**config.mk**
```make
export PLATFORM = sky130hd
export DESIGN_NAME = split_flap_position_controller
export DESIGN_NICKNAME = d
export VERILOG_FILES = /design/src/design/sfpc_pkg.sv /design/src/design/sfpc_csr.sv /design/src/design/sfpc_hyst.sv /design/src/design/split_flap_position_controller.sv
export SDC_FILE = /design/constraint.sdc
export NUM_CORES = 1
export LEC_CHECK = 0
export BUFFER_PORTS_ARGS = -buffer_cell sky130_fd_sc_hd__buf_2
export CORE_AREA = 2 2 101 152
export CTS_BUF_LIST = sky130_fd_sc_hd__clkbuf_4 sky130_fd_sc_hd__clkbuf_8
export DETAILED_ROUTE_END_ITERATION = 7
export DIE_AREA = 0 0 103 154
export GPL_TIMING_DRIVEN = 0
export PLACE_DENSITY = 0.61
export SYNTH_ARGS = -nofsm -noshare
export SYNTH_HDL_FRONTEND = slang
export SYNTH_HIERARCHICAL = 1
export SYNTH_SLANG_ARGS = --single-unit
```
**constraint.sdc**
```tcl
create_clock -name clock -period 7.6 [get_ports clock]
set_input_delay 1.52 -clock clock [delete_from_list [all_inputs] [get_ports clock]]
set_output_delay 1.52 -clock clock [all_outputs]
set_load 0.05 [all_outputs]
```
**src/design/sfpc_pkg.sv**
```systemverilog
// Shared types, constants and codes of the split-flap position controller.
package sfpc_pkg;

   localparam int SAMPLE_W       = 12;
   localparam int TARGET_W       = 6;
   localparam int POS_OUT_W      = 6;
   localparam int CSR_ADDR_W     = 4;
   localparam int CSR_DATA_W     = 32;
   localparam int REQ_DATA_W     = 32;
   localparam int RSP_DATA_W     = 16;
   localparam int FLAP_COUNT_DEF = 64;

   localparam logic [SAMPLE_W-1:0] DEFAULT_FALL = SAMPLE_W'(500);
   localparam logic [SAMPLE_W-1:0] DEFAULT_RISE = SAMPLE_W'(1500);

   typedef enum logic [1:0] {
      REG_FLAP_FALL = 2'd0,
      REG_FLAP_RISE = 2'd1,
      REG_HOME_FALL = 2'd2,
      REG_HOME_RISE = 2'd3
   } reg_index_type;

   typedef enum logic [1:0] {
      CHECK_NONE     = 2'd0,
      CHECK_AGREE    = 2'd1,
      CHECK_DISAGREE = 2'd2
   } check_type;

   typedef struct packed {
      logic [SAMPLE_W-1:0] fall;
      logic [SAMPLE_W-1:0] rise;
   } hyst_thr_type;

   typedef struct packed {
      hyst_thr_type flap;
      hyst_thr_type home;
   } cfg_type;

endpackage

```
**src/design/sfpc_csr.sv**
```systemverilog
// Threshold register file behind the APB-style configuration port.
module sfpc_csr (
   input  logic                             clock,
   input  logic                             reset,
   input  logic                             csr_psel,
   input  logic                             csr_penable,
   input  logic                             csr_pwrite,
   input  logic [sfpc_pkg::CSR_ADDR_W-1:0]  csr_paddr,
   input  logic [sfpc_pkg::CSR_DATA_W-1:0]  csr_pwdata,
   output logic [sfpc_pkg::CSR_DATA_W-1:0]  csr_prdata,
   output logic                             csr_pready,
   output sfpc_pkg::cfg_type                cfg
);
   import sfpc_pkg::*;

   cfg_type             cfg_ff;
   cfg_type             cfg_in;
   reg_index_type       index;
   logic                write_en;
   logic [SAMPLE_W-1:0] wval;
   logic [SAMPLE_W-1:0] rval;

   assign index    = reg_index_type'(csr_paddr[CSR_ADDR_W-1:2]);
   assign write_en = csr_psel && csr_penable && csr_pwrite;
   assign wval     = csr_pwdata[SAMPLE_W-1:0];

   always_comb begin
      cfg_in = cfg_ff;
      if (write_en) begin
         unique case (index)
            REG_FLAP_FALL: cfg_in.flap.fall = wval;
            REG_FLAP_RISE: cfg_in.flap.rise = wval;
            REG_HOME_FALL: cfg_in.home.fall = wval;
            REG_HOME_RISE: cfg_in.home.rise = wval;
         endcase
      end
   end

   always_comb begin
      unique case (index)
         REG_FLAP_FALL: rval = cfg_ff.flap.fall;
         REG_FLAP_RISE: rval = cfg_ff.flap.rise;
         REG_HOME_FALL: rval = cfg_ff.home.fall;
         REG_HOME_RISE: rval = cfg_ff.home.rise;
      endcase
   end

   always_ff @(posedge clock) begin
      if (reset) begin
         cfg_ff.flap.fall <= DEFAULT_FALL;
         cfg_ff.flap.rise <= DEFAULT_RISE;
         cfg_ff.home.fall <= DEFAULT_FALL;
         cfg_ff.home.rise <= DEFAULT_RISE;
      end else begin
         cfg_ff <= cfg_in;
      end
   end

   assign csr_prdata = {{(CSR_DATA_W-SAMPLE_W){1'b0}}, rval};
   assign csr_pready = 1'b1;
   assign cfg        = cfg_ff;

endmodule

```
**src/design/sfpc_hyst.sv**
```systemverilog
// One sensor's hysteresis level with rising-edge detect.
module sfpc_hyst (
   input  logic                           clock,
   input  logic                           reset,
   input  logic                           step,
   input  logic                           primed,
   input  logic [sfpc_pkg::SAMPLE_W-1:0]  sample,
   input  sfpc_pkg::hyst_thr_type         thr,
   output logic                           rise_edge
);
   import sfpc_pkg::*;

   logic level_ff;
   logic level_in;

   always_comb begin
      level_in  = level_ff;
      rise_edge = 1'b0;
      if (!primed) begin
         // first transaction only loads the level
         level_in = (sample >= thr.rise);
      end else if (level_ff && (sample <= thr.fall)) begin
         level_in = 1'b0;
      end else if (!level_ff && (sample >= thr.rise)) begin
         level_in  = 1'b1;
         rise_edge = 1'b1;
      end
   end

   always_ff @(posedge clock) begin
      if (reset) begin
         level_ff <= 1'b0;
      end else if (step) begin
         level_ff <= level_in;
      end
   end

endmodule

```
**src/design/split_flap_position_controller.sv**
```systemverilog
// Top level of the split-flap position controller: state update and result register.
//
// Usage
//   req channel: one transaction per sensor tick, carrying the flap and home
//   ADC samples and the target flap index. rsp channel: one transaction per
//   request, carrying motor drive, position, position-known flag and the
//   home check code. The csr port holds the four hysteresis thresholds; write
//   it only while no request is in flight.
// Latency and throughput
//   A result appears on rsp in the cycle after its request is taken. A new
//   request can be taken every cycle while rsp is not stalled; the whole
//   update is a handful of 12-bit compares plus a position counter step
//   between the request port and the result register.
// Reset
//   Thresholds return to 500 / 1500, levels, position, sync and motor clear.
//   The first request after reset only primes the sensor levels.
// Stall
//   While a result is waiting and rsp_tready is low, req_tready drops; once
//   the result is taken the next request is accepted in the same cycle.
module split_flap_position_controller #(
   parameter int FLAP_COUNT = sfpc_pkg::FLAP_COUNT_DEF
) (
   input  logic                             clock,
   input  logic                             reset,
   // tdata: flap_sample[11:0], home_sample[23:12], target_flap[29:24], zero pad
   input  logic                             req_tvalid,
   output logic                             req_tready,
   input  logic [sfpc_pkg::REQ_DATA_W-1:0]  req_tdata,
   // tdata: motor_on[0], position[6:1], position_known[7], home_check[9:8], zero pad
   output logic                             rsp_tvalid,
   input  logic                             rsp_tready,
   output logic [sfpc_pkg::RSP_DATA_W-1:0]  rsp_tdata,
   input  logic                             csr_psel,
   input  logic                             csr_penable,
   input  logic                             csr_pwrite,
   input  logic [sfpc_pkg::CSR_ADDR_W-1:0]  csr_paddr,
   input  logic [sfpc_pkg::CSR_DATA_W-1:0]  csr_pwdata,
   output logic [sfpc_pkg::CSR_DATA_W-1:0]  csr_prdata,
   output logic                             csr_pready
);
   import sfpc_pkg::*;

   localparam int CW = (FLAP_COUNT > 1) ? $clog2(FLAP_COUNT) : 1;
   // common width for comparing the count with the 6-bit target
   localparam int MW = (CW > TARGET_W) ? CW : TARGET_W;
   localparam logic [CW-1:0] LAST_POS = CW'(FLAP_COUNT - 1);

   cfg_type             cfg;
   logic                accept;
   logic [SAMPLE_W-1:0] flap_sample;
   logic [SAMPLE_W-1:0] home_sample;
   logic [TARGET_W-1:0] target_flap;
   logic                flap_rise;
   logic                home_rise;

   // controller state
   logic          primed_ff,  primed_in;
   logic [CW-1:0] count_ff,   count_in;
   logic          sure_ff,    sure_in;
   logic          pending_ff, pending_in;
   logic          motor_ff,   motor_in;

   // result register
   logic                 rsp_valid_ff, rsp_valid_in;
   logic [RSP_DATA_W-1:0] rsp_data_ff, rsp_data_in;

   check_type        check;
   logic [CW-1:0]    count_step;
   logic             at_target;
   logic [POS_OUT_W-1:0] pos_out;

   sfpc_csr u_csr (
      .clock       (clock),
      .reset       (reset),
      .csr_psel    (csr_psel),
      .csr_penable (csr_penable),
      .csr_pwrite  (csr_pwrite),
      .csr_paddr   (csr_paddr),
      .csr_pwdata  (csr_pwdata),
      .csr_prdata  (csr_prdata),
      .csr_pready  (csr_pready),
      .cfg         (cfg)
   );

   assign req_tready = !rsp_valid_ff || rsp_tready;
   assign accept     = req_tvalid && req_tready;

   assign flap_sample = req_tdata[SAMPLE_W-1:0];
   assign home_sample = req_tdata[2*SAMPLE_W-1:SAMPLE_W];
   assign target_flap = req_tdata[2*SAMPLE_W+TARGET_W-1:2*SAMPLE_W];

   sfpc_hyst u_flap_hyst (
      .clock     (clock),
      .reset     (reset),
      .step      (accept),
      .primed    (primed_ff),
      .sample    (flap_sample),
      .thr       (cfg.flap),
      .rise_edge (flap_rise)
   );

   sfpc_hyst u_home_hyst (
      .clock     (clock),
      .reset     (reset),
      .step      (accept),
      .primed    (primed_ff),
      .sample    (home_sample),
      .thr       (cfg.home),
      .rise_edge (home_rise)
   );

   // count + 1 modulo the flap count
   assign count_step = (count_ff == LAST_POS) ? '0 : count_ff + CW'(1);

   always_comb begin
      primed_in  = 1'b1;
      count_in   = count_ff;
      sure_in    = sure_ff;
      pending_in = pending_ff;
      motor_in   = motor_ff;
      check      = CHECK_NONE;
      at_target  = 1'b0;
      if (primed_ff) begin
         if (flap_rise) begin
            count_in = count_step;
            if (pending_ff) begin
               // home sync: the advanced count should already have wrapped to 0
               check      = (count_step != '0) ? CHECK_DISAGREE : CHECK_AGREE;
               count_in   = '0;
               sure_in    = 1'b1;
               pending_in = 1'b0;
            end
         end
         // a home edge on the same tick arms the next flap edge
         if (home_rise) begin
            pending_in = 1'b1;
         end
         at_target = (MW'(count_in) == MW'(target_flap));
         if (flap_rise && at_target && sure_in) begin
            motor_in = 1'b0;
         end
         if (!at_target && !motor_in) begin
            motor_in = 1'b1;
         end
      end
   end

   // position output carries the low bits of the count
   assign pos_out = POS_OUT_W'(MW'(count_in));

   always_comb begin
      rsp_data_in = '0;
      rsp_data_in[0]             = motor_in;
      rsp_data_in[POS_OUT_W:1]   = pos_out;
      rsp_data_in[POS_OUT_W+1]   = sure_in;
      rsp_data_in[POS_OUT_W+3:POS_OUT_W+2] = check;
   end

   always_comb begin
      rsp_valid_in = rsp_valid_ff;
      if (accept) begin
         rsp_valid_in = 1'b1;
      end else if (rsp_tready) begin
         rsp_valid_in = 1'b0;
      end
   end

   always_ff @(posedge clock) begin
      if (reset) begin
         primed_ff    <= 1'b0;
         count_ff     <= '0;
         sure_ff      <= 1'b0;
         pending_ff   <= 1'b0;
         motor_ff     <= 1'b0;
         rsp_valid_ff <= 1'b0;
      end else begin
         rsp_valid_ff <= rsp_valid_in;
         if (accept) begin
            primed_ff  <= primed_in;
            count_ff   <= count_in;
            sure_ff    <= sure_in;
            pending_ff <= pending_in;
            motor_ff   <= motor_in;
         end
      end
   end

   always_ff @(posedge clock) begin
      if (accept) begin
         rsp_data_ff <= rsp_data_in;
      end
   end

   assign rsp_tvalid = rsp_valid_ff;
   assign rsp_tdata  = rsp_data_ff;

   // a home check is only reported together with a synced position of 0
   a_check_syncs: assert property (@(posedge clock) disable iff (reset)
      rsp_valid_ff && (rsp_data_ff[POS_OUT_W+3:POS_OUT_W+2] != CHECK_NONE)
      |-> (rsp_data_ff[POS_OUT_W:1] == '0) && rsp_data_ff[POS_OUT_W+1])
      else $error("home check reported without sync to position 0");

   // once known, the position stays known until reset
   a_sure_sticky: assert property (@(posedge clock) disable iff (reset)
      sure_ff |=> sure_ff)
      else $error("position_known dropped");

   // the priming transaction changes nothing but the levels
   a_prime_quiet: assert property (@(posedge clock) disable iff (reset)
      accept && !primed_ff |=> (count_ff == '0) && !motor_ff && !pending_ff)
      else $error("priming transaction changed controller state");

   // the count stays inside the flap range
   a_count_range: assert property (@(posedge clock) disable iff (reset)
      {1'b0, count_ff} < (CW+1)'(FLAP_COUNT))
      else $error("position count out of range");

   // a taken result is not dropped before it is delivered
   a_hold_result: assert property (@(posedge clock) disable iff (reset)
      rsp_valid_ff && !rsp_tready |=> rsp_valid_ff && $stable(rsp_data_ff))
      else $error("pending result lost");

endmodule

```
==> results.py <==
metrics = {
    "timing": {
        "final_hold_viol_count": 0,
        "finalSetupTns_ps": 0,
        "skew_ps": 10.3,
        "min_period_ps": 4360,
        "setup_viol": 0,
        "tightestPinTransition_ps": 1260,
        "rsz0062_at_grt": "false",
        "fmax_mhz": 229,
        "post-route-period-util": 0.574,
        "drv_slew": 0,
        "relSlewSlack": 0.160,
    },
    "global_routing": {
        "grtUsageTotal": 0.173,
        "grt-ovfl-total": 0,
        "antenna_found_initial": 1,
        "grt_max_degree": 26,
        "grt_pass1_vias": 4319,
        "grt_first_pass_wirelength_mm": 21.2,
    },
    "routing": {
        "drt_wl_total_mm": 13.5,
        "ant_nets": 0,
        "dr_total_vias": 4259,
        "drt_iter0_drc": 144,
        "drt-vias-per-instance": 4.93,
        "route.detailed.drc": 0,
        "dr.pass1.iters": 4,
        "routedWlPerCell_um": 15.7,
    },
    "layout": {
        "nNetsFinal": 787,
        "multi_input_area_mm2": 0.00302,
        "fillers": 1509,
        "antenna_cells": 0,
        "syn2layout_area_growth_pct": 18.2,
        "fin_cells": 864,
        "drive_gt1_frac": 0.250,
        "regArea_mm2": 0.00152,
    },
    "cts": {
        "post-cts-setup-buffers": 0,
        "numCtsBuffers": 9,
        "tritoncts": "done",
        "clock_latency_ps": 340,
        "cts.sinks": 71,
        "root_buffer": "clkbuf_8",
        "post_cts_resized": 0,
        "cts_hold_buf": 0,
        "cts_buffer_depth": 2,
        "htree_levels": 3,
        "clkTransAtPathRegs_ps": 80,
    },
    "yosys": {
        "synth_edf_count": 10,
        "yosysUniqueCellTypes": 64,
        "synth_top_area_share": 0.243,
        "yosysWarnings": 6,
        "postSynthAreaPerCell_um2": 9.06,
        "syn_inst": 555,
        "yosys.area.top_type": "dfxtp_1",
        "synth_flop_cell": "dfxtp_1",
        "synth-async-reset-ratio": 0,
        "ys_seq_elements": 71,
        "seq_area_frac_synth": 0.303,
        "synth_area_mm2": 0.00503,
        "synth.area.top_cells": "dfxtp_1 (24%), ha_1 (12%), mux2i_1 (8.6%), edfxtp_1 (6.0%), mux4_2 (5.4%)",
    },
    "pwr": {
        "netSwitchingPower_uw": 263,
        "combPwrFrac": 0.201,
        "p_per_area_mw_per_mm2": 152,
        "power_frac_clock": 0.359,
        "seqPwrFrac": 0.440,
        "intPower_uw": 640,
        "leakagePower_uw": 0.00290,
        "ir_drop_mv": 0.107,
        "p_sw_frac": 0.291,
    },
    "run_status": {
        "status": "finished, final reports clean",
    },
    "worst_setup_path": {
        "crit_type": "input pin to output port",
        "required_ps": 6080,
        "cp_max_fo": 10,
        "cp-start-kind": "input pin",
        "worstSetupEndpointType": "output port",
        "arrival_ps": 2840,
    },
    "place": {
        "globalplace.congestion": 0.846,
        "dp.final_hpwl_mm": 11.0,
        "placed_cells": 848,
        "io_buffers": 73,
    },
    "floorplanning": {
        "die_w_um": 103,
        "core_area_mm2": 0.0145,
        "die_area_mm2": 0.0159,
        "num_rows": 54,
        "ios": 126,
        "start_util": 0.348,
        "die_y_um": 154,
    },
    "hold_path": {
        "hp-class": "flip-flop to flip-flop",
    },
    "flow_run": {
        "maxCapViolCount": 0,
    },
}
-- state kept, by name, summed over array words and instances (netlist names) --
register and count:
motor_ff 1, sure_ff 1, u_csr/cfg 48, u_flap_hyst/level_ff 1, pending_ff 1, u_home_hyst/level_ff 1, rsp_tvalid 1, count_ff 6
primed_ff 1, rsp_tdata 10
-- per-stage QoR --
stage	hold slack, ps	utilization	area, um2	power, uW	worst slack (ps)
after floorplan	445	-	5120	539	3490
after global placement	474	0.396	5730	582	3130
after detailed placement	474	0.396	5730	587	3100
after CTS	492	0.411	5940	914	3240
after global routing	522	0.411	5940	949	3190
final	486	0.411	5940	904	3240
-- routing by layer --
metal	up-vias	part of all wire	track usage	wire (um)
met2	136	0.54	0.319	7250
li1	2105	-	-	-
met4	2	0.033	0.0677	442
met1	1986	0.37	0.189	5050
met3	30	0.058	0.0336	781
met5	-	0.00052	0	7
-- layout make-up --
cell class,count,area share
plain buffers,54,0.0638
clock buffers,10,0.0221
clock inverters,6,0.0143
inverters,53,0.0335
multi-input cells,401,0.508
flip-flops and latches,71,0.256
well taps,196,0.0413
repair buffers,73,0.0615
-- cell families after synthesis --
logic type      count (synthesis)  synth area share
mux                            55             0.139
compound gates                 96             0.131
flops                          71             0.303
buf+inv                       107             0.115
fa+ha+maj                      49             0.122
xor+xnor                        4           0.00697
other cells                     3           0.00224
simple gates                  170             0.180
-- synth_stat cells, types with 2 or more instances --
| master | number |
|---|---|
| a2111oi_2 | 2 |
| a211o_1 | 2 |
| a211oi_1 | 6 |
| a211oi_2 | 2 |
| a21o_1 | 7 |
| a21oi_1 | 28 |
| a21oi_2 | 2 |
| a31oi_1 | 2 |
| and2_2 | 2 |
| and3_1 | 4 |
| buf_2 | 7 |
| buf_4 | 30 |
| buf_6 | 6 |
| clkbuf_1 | 10 |
| conb_1 | 3 |
| dfxtp_1 | 61 |
| edfxtp_1 | 10 |
| ha_1 | 49 |
| inv_1 | 52 |
| mux2i_1 | 43 |
| mux4_2 | 12 |
| nand2_1 | 22 |
| nand2b_1 | 30 |
| nand3_1 | 10 |
| nand3b_1 | 2 |
| nand4_1 | 11 |
| nor2_1 | 54 |
| nor2b_1 | 14 |
| nor3_1 | 5 |
| o211ai_1 | 2 |
| o211ai_2 | 2 |
| o21a_1 | 2 |
| o21ai_0 | 18 |
| o21ai_1 | 8 |
| o2bb2ai_1 | 2 |
| or2_1 | 3 |
| xor2_1 | 3 |
-- power by group through the flow --
stage                     Sequential, uW  Combinational (uW)  Clock (uW)
after global routing                 399                 197         354
final                                397                 182         325
after global placement               406                 176           0
after detailed placement             406                 180           0
after floorplan                      415                 124           0
after CTS                            397                 181         336
-- cells in the final DEF (no fill, tap or decap), drive strengths merged, types with 6 or more instances in the layout --
| cell type | n |
|---|---|
| a211oi | 8 |
| a21o | 7 |
| nand3 | 11 |
| mux4 | 12 |
| o21ai | 27 |
| conb | 27 |
| dfxtp | 61 |
| edfxtp | 10 |
| a21oi | 30 |
| nor3 | 6 |
| nand2 | 22 |
| nand4 | 12 |
| mux2i | 43 |
| nor2b | 15 |
| ha | 49 |
| inv | 53 |
| nor2 | 54 |
| nand2b | 32 |
| clkbuf | 21 |
| buf | 116 |
-- critical path, stage by stage --
cell and delay, ps:
buf_2 100, buf_4 190, clkbuf_1 410, mux4_2 390, buf_2 230
-- final timing paths --
kind	slack [ps]	end	startpoint	depth (start not counted)
worst max register to register	4290	rsp_tdata[0]	u_csr/cfg[26]	13
worst max-delay path	3240	csr_prdata[5]	csr_paddr[2]	5
worst min-delay path	490	sure_ff	sure_ff	2
worst min register to register	490	sure_ff	sure_ff	2
Note: power is estimated with default switching activity, not from simulation.
